`src/rtl/sosrt_pkg.sv`:
```
`timescale 1ns / 1ps
package sosrt_pkg;

    localparam int LINE_CAPACITY_DEF = 32;
    localparam int VALUE_BITS_DEF    = 16;

    localparam logic [3:0] PH_START  = 4'd0;
    localparam logic [3:0] PH_X_SIGN = 4'd1;
    localparam logic [3:0] PH_X_DIG  = 4'd2;
    localparam logic [3:0] PH_Y_WS   = 4'd3;
    localparam logic [3:0] PH_Y_SIGN = 4'd4;
    localparam logic [3:0] PH_Y_DIG  = 4'd5;
    localparam logic [3:0] PH_DONE   = 4'd6;
    localparam logic [3:0] PH_BAD    = 4'd7;

    localparam logic [2:0] REG_STOP_BAND = 3'd0;
    localparam logic [2:0] REG_GAIN      = 3'd1;
    localparam logic [2:0] REG_MIN_RATE  = 3'd2;
    localparam logic [2:0] REG_MAX_RATE  = 3'd3;
    localparam logic [2:0] REG_TIMER_CLK = 3'd4;
    localparam logic [2:0] REG_TIMEOUT   = 3'd5;

    localparam logic [7:0] CH_LF    = 8'h0A;
    localparam logic [7:0] CH_CR    = 8'h0D;
    localparam logic [7:0] CH_COMMA = 8'h2C;
    localparam logic [7:0] CH_MINUS = 8'h2D;
    localparam logic [7:0] CH_PLUS  = 8'h2B;

    typedef struct packed {
        logic [15:0] stop_band;
        logic [7:0]  step_gain;
        logic [15:0] min_step_rate;
        logic [15:0] max_step_rate;
        logic [23:0] timer_clock;
        logic [15:0] line_timeout;
    } cfg_t;

    function automatic logic is_blank(input logic [7:0] c);
        is_blank = (c == 8'h20) || (c == 8'h09) || (c == 8'h0B) || (c == 8'h0C);
    endfunction

    function automatic logic is_digit(input logic [7:0] c);
        is_digit = (c >= 8'h30) && (c <= 8'h39);
    endfunction

endpackage

```
`src/rtl/sosrt_divider.sv`:
```
`timescale 1ns / 1ps
module sosrt_divider
(
    input  logic        clk,
    input  logic        rst_n,
    input  logic        start,
    input  logic [23:0] dividend,
    input  logic [23:0] divisor,
    output logic        busy,
    output logic [23:0] quotient
);

    logic [23:0] quo_reg, quo_next;
    logic [24:0] rem_reg, rem_next;
    logic [4:0]  cnt_reg, cnt_next;
    logic        busy_reg, busy_next;
    logic [24:0] trial;

    assign trial = {rem_reg[23:0], quo_reg[23]} - {1'b0, divisor};

    always_comb
    begin
        quo_next  = quo_reg;
        rem_next  = rem_reg;
        cnt_next  = cnt_reg;
        busy_next = busy_reg;
        if (start)
        begin
            quo_next  = dividend;
            rem_next  = '0;
            cnt_next  = 5'd0;
            busy_next = 1'b1;
        end
        else if (busy_reg)
        begin
            if (!trial[24])
            begin
                rem_next = trial;
                quo_next = {quo_reg[22:0], 1'b1};
            end
            else
            begin
                rem_next = {rem_reg[23:0], quo_reg[23]};
                quo_next = {quo_reg[22:0], 1'b0};
            end
            cnt_next = cnt_reg + 5'd1;
            if (cnt_reg == 5'd23)
                busy_next = 1'b0;
        end
    end

    always_ff @(posedge clk or negedge rst_n)
    begin
        if (!rst_n)
        begin
            busy_reg <= 1'b0;
            cnt_reg  <= '0;
        end
        else
        begin
            busy_reg <= busy_next;
            cnt_reg  <= cnt_next;
        end
    end

    always_ff @(posedge clk)
    begin
        quo_reg <= quo_next;
        rem_reg <= rem_next;
    end

    assign busy     = busy_reg;
    assign quotient = quo_reg;

endmodule

```
`src/rtl/sosrt_parser.sv`:
```
`timescale 1ns / 1ps
module sosrt_parser
#(
    parameter int LINE_CAPACITY = sosrt_pkg::LINE_CAPACITY_DEF,
    parameter int VALUE_BITS    = sosrt_pkg::VALUE_BITS_DEF
)
(
    input  logic                  clk,
    input  logic                  rst_n,
    input  logic                  char_en,
    input  logic                  restart,
    input  logic [7:0]            c,
    output logic                  line_ok,
    output logic                  x_neg,
    output logic [VALUE_BITS-1:0] x_mag,
    output logic                  y_neg,
    output logic [VALUE_BITS-1:0] y_mag
);

    localparam int CW = $clog2(LINE_CAPACITY);

    logic [CW-1:0]         cnt_reg, cnt_next;
    logic [3:0]            ph_reg, ph_next;
    logic                  xn_reg, xn_next, yn_reg, yn_next;
    logic [VALUE_BITS-1:0] xm_reg, xm_next, ym_reg, ym_next;
    logic [VALUE_BITS-1:0] acc_in, acc_out;
    logic [VALUE_BITS+3:0] acc_wide;
    logic                  dig, blank, sgn;

    assign dig   = sosrt_pkg::is_digit(c);
    assign blank = sosrt_pkg::is_blank(c);
    assign sgn   = (c == sosrt_pkg::CH_MINUS) || (c == sosrt_pkg::CH_PLUS);

    assign acc_in   = (ph_reg == sosrt_pkg::PH_X_DIG) ? xm_reg :
                      (ph_reg == sosrt_pkg::PH_Y_DIG) ? ym_reg : '0;
    assign acc_wide = {acc_in, 3'b000} + {2'b00, acc_in, 1'b0}
                      + (VALUE_BITS+4)'(c[3:0]);
    assign acc_out  = (acc_wide > (VALUE_BITS+4)'({VALUE_BITS{1'b1}})) ?
                      {VALUE_BITS{1'b1}} : acc_wide[VALUE_BITS-1:0];

    always_comb
    begin
        cnt_next = cnt_reg;
        ph_next  = ph_reg;
        xn_next  = xn_reg;
        yn_next  = yn_reg;
        xm_next  = xm_reg;
        ym_next  = ym_reg;
        if (restart || (char_en && cnt_reg == CW'(LINE_CAPACITY - 1)))
        begin
            cnt_next = '0;
            ph_next  = sosrt_pkg::PH_START;
            xn_next  = 1'b0;
            yn_next  = 1'b0;
            xm_next  = '0;
            ym_next  = '0;
        end
        else if (char_en)
        begin
            cnt_next = cnt_reg + CW'(1);
            case (ph_reg)
                sosrt_pkg::PH_START:
                begin
                    if (blank) ph_next = ph_reg;
                    else if (sgn)
                    begin
                        xn_next = (c == sosrt_pkg::CH_MINUS);
                        ph_next = sosrt_pkg::PH_X_SIGN;
                    end
                    else if (dig)
                    begin
                        xm_next = acc_out;
                        ph_next = sosrt_pkg::PH_X_DIG;
                    end
                    else ph_next = sosrt_pkg::PH_BAD;
                end
                sosrt_pkg::PH_X_SIGN:
                begin
                    if (dig)
                    begin
                        xm_next = acc_out;
                        ph_next = sosrt_pkg::PH_X_DIG;
                    end
                    else ph_next = sosrt_pkg::PH_BAD;
                end
                sosrt_pkg::PH_X_DIG:
                begin
                    if (dig) xm_next = acc_out;
                    else if (c == sosrt_pkg::CH_COMMA) ph_next = sosrt_pkg::PH_Y_WS;
                    else ph_next = sosrt_pkg::PH_BAD;
                end
                sosrt_pkg::PH_Y_WS:
                begin
                    if (blank) ph_next = ph_reg;
                    else if (sgn)
                    begin
                        yn_next = (c == sosrt_pkg::CH_MINUS);
                        ph_next = sosrt_pkg::PH_Y_SIGN;
                    end
                    else if (dig)
                    begin
                        ym_next = acc_out;
                        ph_next = sosrt_pkg::PH_Y_DIG;
                    end
                    else ph_next = sosrt_pkg::PH_BAD;
                end
                sosrt_pkg::PH_Y_SIGN:
                begin
                    if (dig)
                    begin
                        ym_next = acc_out;
                        ph_next = sosrt_pkg::PH_Y_DIG;
                    end
                    else ph_next = sosrt_pkg::PH_BAD;
                end
                sosrt_pkg::PH_Y_DIG:
                begin
                    if (dig) ym_next = acc_out;
                    else ph_next = sosrt_pkg::PH_DONE;
                end
                sosrt_pkg::PH_DONE: ph_next = ph_reg;
                default: ph_next = sosrt_pkg::PH_BAD;
            endcase
        end
    end

    always_ff @(posedge clk or negedge rst_n)
    begin
        if (!rst_n)
        begin
            cnt_reg <= '0;
            ph_reg  <= sosrt_pkg::PH_START;
            xn_reg  <= 1'b0;
            yn_reg  <= 1'b0;
            xm_reg  <= '0;
            ym_reg  <= '0;
        end
        else
        begin
            cnt_reg <= cnt_next;
            ph_reg  <= ph_next;
            xn_reg  <= xn_next;
            yn_reg  <= yn_next;
            xm_reg  <= xm_next;
            ym_reg  <= ym_next;
        end
    end

    assign line_ok = (ph_reg == sosrt_pkg::PH_Y_DIG) || (ph_reg == sosrt_pkg::PH_DONE);
    assign x_neg   = xn_reg;
    assign x_mag   = xm_reg;
    assign y_neg   = yn_reg;
    assign y_mag   = ym_reg;

endmodule

```
`src/rtl/serial_offset_stepper_rate_tracker.sv`:
```
// Ticks, CR, ordinary bytes and bad-line newlines go from S_AXIS straight to S_OUT with their result.
// A good-line newline also passes S_MUL, S_DIV and S_WAIT for each moving axis, using
// the shared 24-step divider for one axis after the other, then reaches S_OUT.
// Items are taken one at a time, at the earliest in the cycle after the previous result transfer.
// Reset: rst_n, asynchronous, active low; registers return to their default values,
// the line restarts empty, the target is lost and both axes are stopped.
`timescale 1ns / 1ps
module serial_offset_stepper_rate_tracker
#(
    parameter int LINE_CAPACITY = sosrt_pkg::LINE_CAPACITY_DEF,
    parameter int VALUE_BITS    = sosrt_pkg::VALUE_BITS_DEF
)
(
    input  logic        clk,
    input  logic        rst_n,
    input  logic        cfg_we,
    input  logic [2:0]  cfg_index,
    input  logic [23:0] cfg_data,
    input  logic        in_valid,
    output logic        in_stall,
    input  logic        kind,
    input  logic [7:0]  data_byte,
    output logic        out_valid,
    input  logic        out_stall,
    output logic        tgt_locked,
    output logic        line_done,
    output logic        pan_run,
    output logic        pan_dir,
    output logic [23:0] pan_reload,
    output logic [23:0] pan_compare,
    output logic        tilt_run,
    output logic        tilt_dir,
    output logic [23:0] tilt_reload,
    output logic [23:0] tilt_compare
);

    localparam logic [2:0] S_IDLE = 3'd0;
    localparam logic [2:0] S_AXIS = 3'd1;
    localparam logic [2:0] S_MUL  = 3'd2;
    localparam logic [2:0] S_DIV  = 3'd3;
    localparam logic [2:0] S_WAIT = 3'd4;
    localparam logic [2:0] S_OUT  = 3'd5;

    sosrt_pkg::cfg_t cfg_reg;

    logic [2:0]  st_reg;
    logic        kind_reg;
    logic [7:0]  c_reg;
    logic        ax_reg;
    logic        found_reg, done_reg;
    logic [15:0] ms_reg;
    logic [1:0]  run_reg, dir_reg;
    logic [23:0] rl_reg [2];
    logic [VALUE_BITS+7:0] freq_reg;

    logic                  line_ok, xn, yn;
    logic [VALUE_BITS-1:0] xm, ym;
    logic                  char_en, accept;
    logic                  line_end_restart;
    logic                  div_start, div_busy;
    logic [23:0]           quo;
    logic [23:0]           div_den;
    logic [VALUE_BITS+7:0] freq_c;
    logic                  ax_neg;
    logic [VALUE_BITS-1:0] ax_mag;
    logic [15:0]           ms_inc;

    assign accept  = in_valid && !in_stall;
    assign in_stall = (st_reg != S_IDLE);
    assign char_en = (st_reg == S_AXIS) && !kind_reg && c_reg != sosrt_pkg::CH_LF
                     && c_reg != sosrt_pkg::CH_CR && ax_reg == 1'b0;
    assign line_end_restart = (st_reg == S_OUT) && !kind_reg && c_reg == sosrt_pkg::CH_LF
                              && !out_stall;

    sosrt_parser #(.LINE_CAPACITY(LINE_CAPACITY), .VALUE_BITS(VALUE_BITS)) u_parser
    (
        .clk     (clk),
        .rst_n   (rst_n),
        .char_en (char_en),
        .restart (line_end_restart),
        .c       (c_reg),
        .line_ok (line_ok),
        .x_neg   (xn),
        .x_mag   (xm),
        .y_neg   (yn),
        .y_mag   (ym)
    );

    assign ax_neg = ax_reg ? yn : xn;
    assign ax_mag = ax_reg ? ym : xm;

    always_comb
    begin
        freq_c = freq_reg;
        if (freq_c < (VALUE_BITS+8)'(cfg_reg.min_step_rate))
            freq_c = (VALUE_BITS+8)'(cfg_reg.min_step_rate);
        if (freq_c > (VALUE_BITS+8)'(cfg_reg.max_step_rate))
            freq_c = (VALUE_BITS+8)'(cfg_reg.max_step_rate);
        if (freq_c == '0) freq_c = (VALUE_BITS+8)'(1);
    end

    assign div_den   = 24'(freq_c);
    assign div_start = (st_reg == S_DIV);

    sosrt_divider u_div
    (
        .clk      (clk),
        .rst_n    (rst_n),
        .start    (div_start),
        .dividend (cfg_reg.timer_clock),
        .divisor  (div_den),
        .busy     (div_busy),
        .quotient (quo)
    );

    assign ms_inc = (ms_reg == 16'hFFFF) ? ms_reg : ms_reg + 16'd1;

    always_ff @(posedge clk or negedge rst_n)
    begin
        if (!rst_n)
        begin
            cfg_reg.stop_band     <= 16'd10;
            cfg_reg.step_gain     <= 8'd6;
            cfg_reg.min_step_rate <= 16'd150;
            cfg_reg.max_step_rate <= 16'd1500;
            cfg_reg.timer_clock   <= 24'd1000000;
            cfg_reg.line_timeout  <= 16'd200;
        end
        else if (cfg_we)
        begin
            case (cfg_index)
                sosrt_pkg::REG_STOP_BAND: cfg_reg.stop_band     <= cfg_data[15:0];
                sosrt_pkg::REG_GAIN:      cfg_reg.step_gain     <= cfg_data[7:0];
                sosrt_pkg::REG_MIN_RATE:  cfg_reg.min_step_rate <= cfg_data[15:0];
                sosrt_pkg::REG_MAX_RATE:  cfg_reg.max_step_rate <= cfg_data[15:0];
                sosrt_pkg::REG_TIMER_CLK: cfg_reg.timer_clock   <= cfg_data[23:0];
                sosrt_pkg::REG_TIMEOUT:   cfg_reg.line_timeout  <= cfg_data[15:0];
                default: ;
            endcase
        end
    end

    always_ff @(posedge clk or negedge rst_n)
    begin
        if (!rst_n)
        begin
            st_reg    <= S_IDLE;
            kind_reg  <= 1'b0;
            c_reg     <= '0;
            ax_reg    <= 1'b0;
            found_reg <= 1'b0;
            done_reg  <= 1'b0;
            ms_reg    <= '0;
            run_reg   <= '0;
            dir_reg   <= '0;
            rl_reg[0] <= '0;
            rl_reg[1] <= '0;
            freq_reg  <= '0;
        end
        else
        begin
            case (st_reg)
                S_IDLE:
                begin
                    if (accept)
                    begin
                        kind_reg <= kind;
                        c_reg    <= data_byte;
                        ax_reg   <= 1'b0;
                        done_reg <= 1'b0;
                        st_reg   <= S_AXIS;
                    end
                end
                S_AXIS:
                begin
                    if (kind_reg)
                    begin
                        ms_reg <= ms_inc;
                        if (found_reg && ms_inc > cfg_reg.line_timeout)
                        begin
                            found_reg <= 1'b0;
                            run_reg   <= 2'b00;
                        end
                        st_reg <= S_OUT;
                    end
                    else if (c_reg == sosrt_pkg::CH_LF)
                    begin
                        done_reg <= 1'b1;
                        ms_reg   <= '0;
                        if (!line_ok)
                        begin
                            found_reg <= 1'b0;
                            run_reg   <= 2'b00;
                            st_reg    <= S_OUT;
                        end
                        else
                        begin
                            found_reg <= 1'b1;
                            if (32'(ax_mag) <= 32'(cfg_reg.stop_band))
                            begin
                                run_reg[ax_reg] <= 1'b0;
                                if (ax_reg) st_reg <= S_OUT;
                                else ax_reg <= 1'b1;
                            end
                            else
                            begin
                                dir_reg[ax_reg] <= !ax_neg;
                                st_reg          <= S_MUL;
                            end
                        end
                    end
                    else
                        st_reg <= S_OUT;
                end
                S_MUL:
                begin
                    freq_reg <= (VALUE_BITS+8)'(ax_mag) * (VALUE_BITS+8)'(cfg_reg.step_gain);
                    st_reg   <= S_DIV;
                end
                S_DIV:
                    st_reg <= S_WAIT;
                S_WAIT:
                begin
                    if (!div_busy)
                    begin
                        rl_reg[ax_reg]  <= (quo == 24'd0) ? 24'd0 : quo - 24'd1;
                        run_reg[ax_reg] <= 1'b1;
                        if (ax_reg) st_reg <= S_OUT;
                        else
                        begin
                            ax_reg <= 1'b1;
                            st_reg <= S_AXIS;
                        end
                    end
                end
                S_OUT:
                begin
                    if (!out_stall)
                    begin
                        ax_reg <= 1'b0;
                        st_reg <= S_IDLE;
                    end
                end
                default: st_reg <= S_IDLE;
            endcase
        end
    end

    assign out_valid    = (st_reg == S_OUT);
    assign tgt_locked   = found_reg;
    assign line_done    = done_reg;
    assign pan_run      = run_reg[0];
    assign pan_dir      = dir_reg[0];
    assign pan_reload   = rl_reg[0];
    assign pan_compare  = 24'(({1'b0, rl_reg[0]} + 25'd1) >> 1);
    assign tilt_run     = run_reg[1];
    assign tilt_dir     = dir_reg[1];
    assign tilt_reload  = rl_reg[1];
    assign tilt_compare = 24'(({1'b0, rl_reg[1]} + 25'd1) >> 1);

endmodule
```
`config.mk`:
```
export PLATFORM = sky130hd
export DESIGN_NAME = serial_offset_stepper_rate_tracker
export DESIGN_NICKNAME = d
export VERILOG_FILES = /design/src/rtl/sosrt_pkg.sv /design/src/rtl/sosrt_divider.sv /design/src/rtl/sosrt_parser.sv /design/src/rtl/serial_offset_stepper_rate_tracker.sv
export SDC_FILE = /design/constraint.sdc
export NUM_CORES = 1
export LEC_CHECK = 0
export BUFFER_PORTS_ARGS = -buffer_cell sky130_fd_sc_hd__buf_2
export CAP_MARGIN = 30
export CORE_AREA = 4 4 244 187
export CTS_BUF_LIST = sky130_fd_sc_hd__clkbuf_8 sky130_fd_sc_hd__clkbuf_16
export CTS_CLUSTER_SIZE = 14
export DETAILED_ROUTE_END_ITERATION = 10
export DIE_AREA = 0 0 248 191
export GPL_TIMING_DRIVEN = 0
export PLACE_DENSITY = 0.68
export SYNTH_ARGS = -nofsm -noshare
export SYNTH_HDL_FRONTEND = slang
export SYNTH_HIERARCHICAL = 1
export SYNTH_SLANG_ARGS = --single-unit
```
`constraint.sdc`:
```
create_clock -name clk -period 7.62 [get_ports clk]
set_clock_uncertainty 0.05 [all_clocks]
set_input_delay 2.286 -clock clk [delete_from_list [all_inputs] [get_ports clk]]
set_output_delay 2.286 -clock clk [all_outputs]
set_load 0.01 [all_outputs]
```
==> flow_metrics.tcl, run 1 <==
set metrics [dict create \
    firstDrtPassIters 6 \
    ys_seq_area_share_pct 32.6 \
    clock_latency_ps 600 \
    grt_pass1_wl_um 103000 \
    max_freq_ghz 0.133 \
    critPathRequiredTime_ps 8060 \
    layout.nets 3023 \
    grt_pass1_vias 19300 \
    startpoint_type "flip-flop" \
    min_from "u_parser/x_neg$_DFFE_PN0P_" \
    dpl.cell_count 3235 \
    die_area_mm2 0.0474 \
    ant_nets 0 \
    core_area_mm2 0.0430 \
    r2r_cells 30 \
    synth_top_area_cell "dfrtp_1" \
    stdcell_count 3330 \
    clkTransAtPathRegs_ps 60 \
    num_rows 66 \
    mostFrequentLayoutCell "nand2_1" \
    ys.flop_type "dfrtp_1" \
    numCtsBuffers 31 \
    max_slew_margin_pct 27.5 \
    synth_edf_count 24 \
    slew_viol_final 0 \
    ys_ff_latch 299 \
    ys_top_cells_by_area "dfrtp_1 25%, ha_1 9.2%, fa_1 7.5%, mux2_2 6.4%, nand2_1 4.9%" \
    hold_end "dir_reg[0]$_DFFE_PN0P_" \
    finalHoldViolCount 0 \
    wl_um 64700 \
    setup_violations 0 \
    area.growth.synth_to_final_pct 14.2 \
    reg2reg_slack_ps 80 \
    grt_overflow 0 \
    port_buffers 143 \
    place_area_mm2 0.0246 \
    worstPathArrival_ps 7980 \
    critical-path-max-stage-delay_ps 530 \
    postSynthAreaPerCell_um2 9.22 \
    grtUsageTotal_pct 26.9 \
    synth_top_area_share_pct 24.5 \
    clockBufferDepth 3 \
    final.setup.tns_ps 0 \
    start_util_pct 53.6 \
    status "complete, no violations" \
    ir_drop_v 0.000178 \
    final_cell_mix "301 x nand2_1, 226 x dfrtp_1, 219 x inv_1, 161 x buf_2, 161 x ha_1" \
    cts_tree "yes" \
    endpoint_kind "flip-flop" \
    period_share_pct 98.9 \
    hpwlAfterDp_um 48900 \
    p_total_uw 7810 \
    dr_total_vias 19900 \
    htreeDepth 1 \
    worstMarginPinSlew_ps 1090 \
    antenna_found_initial 6 \
    place.gp.congestion 0.935 \
    drv_cap 0 \
    cts-root-buf "clkbuf_16" \
    ioPinCount 145 \
    p_leak_uw 0.0122 \
    drc_errors 0 \
    r2r-end "u_div/rem_reg[0]$_SDFFE_PP0P_" \
    min_path_cells 1 \
    syn_inst 2504 \
    grt_max_degree 124 \
    viasPerCell 5.99 \
    hp-class "reg2reg" \
    stdcell_area_mm2 0.0264 \
    yosysUniqueCellTypes 103 \
    cp_slowest_cell "or4_4" \
    finalCriticalPeriod_ps 7540 \
    crit_fanout 10 \
    drtIter0Drc 1691 \
    r2r-start "cfg_reg[65]$_DFFE_PN0P_" \
    final_layout_size_suffix_gt1_share_pct 18.6 \
    wl_per_cell_um 19.4 \
    syn_area_mm2 0.0231 \
    yosys_warnings 6 \
    clock-sinks 299 \
    die_h_um 191 \
    holdBufCountCts 0 \
    path_class "reg2reg" \
    die_x_um 248 \
    largest_register_ffs 96 \
    async_reset_ff_share_pct 83.9 \
    p_per_area_mw_per_mm2 296 \
]
-- cells by family (layout without fill, tap and decap cells) --
| group | Yosys count | after routing | share of synthesized area (%) |
|---|---|---|---|
| compound gates | 569 | 570 | 16.4 |
| fa+ha+maj | 256 | 256 | 16.7 |
| xor+xnor | 120 | 120 | 4.55 |
| other cells | 1 | 9 | 0.0163 |
| simple gates | 769 | 769 | 16.6 |
| mux | 153 | 153 | 7.46 |
| flops | 299 | 299 | 32.6 |
| buf+inv | 337 | 576 | 5.76 |
-- Yosys cell counts (all sizes together) (9+ instances only) --
cell type and n:
nand2 301, dfrtp 226, inv 220, o21ai 175
ha 169, mux2 140, nor2 118, a21oi 101
fa 87, clkbuf 79, xnor2 76, nand3 62
and2 58, o31ai 52, nand4 50, a31oi 45
xor2 44, nor3 40, buf 38, a21o 26
dfstp 25, o211ai 25, dfxtp 24, edfxtp 24
nor2b 21, a211oi 20, and3 20, nand2b 19
nor4 19, a22o 17, a311oi 14, o21a 14
mux2i 13, nand3b 10, o21bai 9
-- timing repair --
action                                  4_1_cts  5_1_grt
setup buffers                                17       18
gates cloned                                  0        2
resized for setup                            29       43
endpoints found under the setup margin       25       24
pin swaps                                    14       27
-- how the worst max path moves through the flow --
| stage | from | endpoint | slack (ps) |
|---|---|---|---|
| 3_3_place_gp | cfg_reg[57]$_DFFE_PN1P_ | u_div/rem_reg[21]$_SDFFE_PP0P_ | -480 |
| 4_1_cts | cfg_reg[57]$_DFFE_PN1P_ | u_div/rem_reg[18]$_SDFFE_PP0P_ | 70 |
| 2_1_floorplan | cfg_reg[57]$_DFFE_PN1P_ | u_div/rem_reg[21]$_SDFFE_PP0P_ | 610 |
| 6_report | cfg_reg[65]$_DFFE_PN0P_ | u_div/rem_reg[0]$_SDFFE_PP0P_ | 80 |
| 5_1_grt | cfg_reg[65]$_DFFE_PN0P_ | u_div/rem_reg[8]$_SDFFE_PP0P_ | -120 |
| 3_5_place_dp | cfg_reg[57]$_DFFE_PN1P_ | u_div/rem_reg[21]$_SDFFE_PP0P_ | -650 |
-- power breakdown --
part | switching (µW) | internal [µW]
logic | 2230 | 1580
clock network | 677 | 930
registers | 405 | 1990
-- per-layer routing --
layer,share of wire [%],track usage (%)
met3,9.4,6.21
met5,0.015,0
met4,1.7,4.88
met1,46,40.6
met2,43,40.1
-- area by class of cell --
cell class / instances / area [µm²]
Clock buffer: 36 / 845
Fill cell: 3746 / 16700
Inverter: 220 / 826
Sequential cell: 299 / 7510
Clock inverter: 22 / 231
Multi-Input combinational cell: 1876 / 14600
Tap cell: 578 / 723
Antenna cell: 1 / 2.50
Timing Repair Buffer: 181 / 1070
Buffer: 117 / 542
-- critical path: cells and delay by family (launching register included) --
kind                       cells  cell delay, ps
AOI/OAI and AO/OA             12            2790
and+or+nand+nor                6            1530
adders and majority gates      4            1240
buffers and inverters          6             810
muxes                          2             600
DFF                            1             390
-- stage by stage --
stage                     setup slack [ps]  hold WS, ps  util (%)
after floorplan                        609          369         -
after global placement                -483          392      57.0
after detailed placement              -646          402      57.2
after CTS                             74.7          405      60.4
after global routing                  -121          439      61.3
final                                 81.5          401      61.3
(Power assumes the default switching activity.)
==> inputs of run 2 (changes only) <==
- ABC_AREA: not set -> 1
- CORE_AREA: 4 4 244 187 -> 4 4 250 191
- DIE_AREA: 0 0 248 191 -> 0 0 254 195
- PLACE_DENSITY: 0.68 -> 0.67
==> run 2 against run 1 <==
Fmax is 23% higher; flip-flop and latch count stayed put; combinational power is 89% higher; clock power is 7% higher; cell area is 2.2% higher; total power is 46% higher; sequential power is 4% higher; cell count is 25% higher; global-route usage is 1.5 points higher; wire length is 8.7% higher; critical endpoint is now freq_reg[21]$_DFFE_PN0P_; largest cell class unchanged; largest power group unchanged.
==> flow_metrics.tcl, run 2 <==
set metrics [dict create \
    grtUsageTotal_pct 28.4 \
    r2r-start "ax_reg$_DFFE_PN0P_" \
    clockBufferDepth 3 \
    setup_violations 0 \
    grt_setup_unrepaired "no" \
    synth_most_common_cell "nand2_1" \
    viasPerCell 5.37 \
    synth_top_area_cell "dfrtp_1" \
    start_util_pct 53.2 \
    period_share_pct 80.5 \
    min_path_cells 2 \
    setup_slack_ps 1490 \
    ioPinCount 145 \
    num_rows 68 \
    p_leak_uw 0.0147 \
    max_freq_ghz 0.163 \
    largest_register_ffs 96 \
    area.growth.synth_to_final_pct 11.3 \
    synth_edf_count 24 \
    ant_nets 0 \
    grt_pass1_vias 21200 \
    wl_per_cell_um 16.9 \
    cp_slowest_cell "fa_1" \
    crit_fanout 10 \
    cts-root-buf "clkbuf_16" \
    p_per_area_mw_per_mm2 423 \
    ys_top_cells_by_area "dfrtp_1 23%, nand2_1 16%, ha_1 8.7%, inv_1 8.4%, fa_1 7.2%" \
    path_buf_inv 5 \
    hold_end "u_div/rem_reg[14]$_SDFFE_PP0P_" \
    dr_total_vias 22300 \
    synth_top_area_share_pct 23.4 \
    yosysUniqueCellTypes 68 \
    final_cell_mix "1025 x nand2_1, 545 x inv_1, 232 x nor2_1, 227 x o21ai_0, 226 x dfrtp_1" \
    clkTransAtPathRegs_ps 70 \
    grt_overflow 0 \
    reg2reg_slack_ps 1490 \
    ir_drop_v 0.000281 \
    numCtsBuffers 35 \
    drc_errors 0 \
    critPathRequiredTime_ps 7970 \
    hpwlAfterDp_um 56800 \
    finalCriticalPeriod_ps 6130 \
    syn_inst 3347 \
    finalHoldViolCount 0 \
    die_x_um 254 \
    place_area_mm2 0.0257 \
    cts_setup_buffers 0 \
    mostFrequentLayoutCell "nand2_1" \
    wl_um 70400 \
    finish.utilization_pct 59.3 \
    yosys_warnings 6 \
    seqCellArea_mm2 0.00751 \
    worstMarginPinSlew_ps 995 \
    min_from "u_div/rem_reg[14]$_SDFFE_PP0P_" \
    endpoint_kind "flip-flop" \
    pre_cts_slack_ps 1580 \
    grt_pass1_wl_um 113000 \
    ys_ff_latch 299 \
    syn_area_mm2 0.0242 \
    ys_seq_area_share_pct 31.1 \
    final_layout_size_suffix_gt1_share_pct 11.1 \
    clock_latency_ps 550 \
    ys.flop_type "dfrtp_1" \
    htreeDepth 2 \
    holdBufCountCts 0 \
    slew_viol_final 0 \
    path_class "reg2reg" \
    place.gp.congestion 0.959 \
    postSynthAreaPerCell_um2 7.22 \
    critical-path-max-stage-delay_ps 560 \
    timing.hold.ws_ps 422 \
    die_area_mm2 0.0495 \
    layout.nets 3835 \
    crit_chain "inv_1 > clkbuf_1 > or2_2 > o21ai_0 > inv_1 > nand2_1 > fa_1 > inv_1 > fa_1 > fa_1 > fa_1 > ha_1 > nand2_1 > inv_1 > nand3_1 > nor3_1 > or3b_2 > nand3_1 > nand2_1 > nand3_1 > o21ai_0" \
    fill_cells 4282 \
    core_area_mm2 0.0454 \
    grt_max_degree 112 \
    r2r_cells 21 \
    stdcell_area_mm2 0.0269 \
    max_slew_margin_pct 33.0 \
    cts_tree "yes" \
    drv_cap 0 \
    firstDrtPassIters 7 \
    postCtsResizedCells 0 \
    critPathTopFamily "adder cells" \
    status "complete, no violations" \
    port_buffers 144 \
    async_reset_ff_share_pct 83.9 \
    clock-sinks 299 \
    synth_commonest_cells "1025 x nand2_1, 539 x inv_1, 232 x nor2_1" \
    die_h_um 195 \
    antenna_found_initial 1 \
    r2r-end "freq_reg[21]$_DFFE_PN0P_" \
    hp-class "reg2reg" \
    diodes 0 \
    multi_input_comb_area_mm2 0.0142 \
    worstPathArrival_ps 6490 \
    drtIter0Drc 1905 \
    startpoint_type "flip-flop" \
]
-- run 2: changes by cell type in the layout (fill, tap and decap cells not counted), moves of 33 or more --
cell,change
and2_1,-39
o21ai_0,+92
nand2_1,+724
inv_1,+326
nand3_1,+109
nor2_1,+115
buf_4,-33
xnor2_1,-42
a31oi_1,-39
o31ai_1,-50
mux2_2,-122
-- run 2: worst min-delay path, stage by stage, from the launching register on --
cell	delay (ps)
dfxtp_1	320
nand2_1	60
nand2_1	40
-- run 2: where the power goes --
part / switching (µW) / total (µW) / internal, µW
logic: 4640 / 7190 / 2560
registers: 449 / 2490 / 2040
clock network: 713 / 1720 / 1010
-- run 2: area by class of cell --
cell class / instances / share of cell area (%)
Clock inverter: 22 / 0.688
Multi-Input combinational cell: 2415 / 52.6
Inverter: 557 / 7.80
Clock buffer: 42 / 3.69
Tap cell: 595 / 2.77
Buffer: 83 / 1.61
Timing Repair Buffer: 147 / 2.95
Sequential cell: 299 / 27.9
-- run 2: metrics by stage --
step / TNS [ps] / total power [µW] / cells
floorplan: 0 / 7490 / 3354
detailed placement: 0 / 9600 / 4095
CTS: 0 / 11400 / 4159
global placement: -91160 / 9440 / 4093
global route: 0 / 12500 / 4160
finish: 0 / 11400 / 4160
-- run 2: worst max path at each step --
| stage | from | endpoint | slack (ps) | cells after the start |
|---|---|---|---|---|
| 3_5_place_dp | ax_reg$_DFFE_PN0P_ | freq_reg[21]$_DFFE_PN0P_ | 1580 | 21 |
| 3_3_place_gp | rst_n | ms_reg[4]$_DFFE_PN0P_ | -450 | 1 |
| 4_1_cts | ax_reg$_DFFE_PN0P_ | freq_reg[21]$_DFFE_PN0P_ | 1540 | 21 |
| 6_report | ax_reg$_DFFE_PN0P_ | freq_reg[21]$_DFFE_PN0P_ | 1490 | 21 |
| 5_1_grt | cfg_reg[63]$_DFFE_PN1P_ | u_div/rem_reg[12]$_SDFFE_PP0P_ | 1170 | 40 |
| 2_1_floorplan | cfg_reg[63]$_DFFE_PN1P_ | u_div/quotient[0]$_DFFE_PP_ | 2650 | 38 |
-- run 2: kinds of logic after synthesis --
logic type / after synthesis / synth area share [%]
AOI/OAI and AO/OA: 386 / 8.55
xor gates and xnor gates: 96 / 3.51
adders and majority gates: 256 / 15.9
buffers and inverters: 640 / 10.5
DFF: 299 / 31.1
muxes: 8 / 0.373
other: 1 / 0.0155
and+or+nand+nor: 1661 / 30.0
-- run 2: per-layer routing --
layer,track usage (%),wire length (µm),up-vias
li1,-,-,10900
met1,42.2,32600,10600
met2,43.2,30700,762
met3,4.93,5490,98
met4,7.21,1550,2
met5,0,13,-
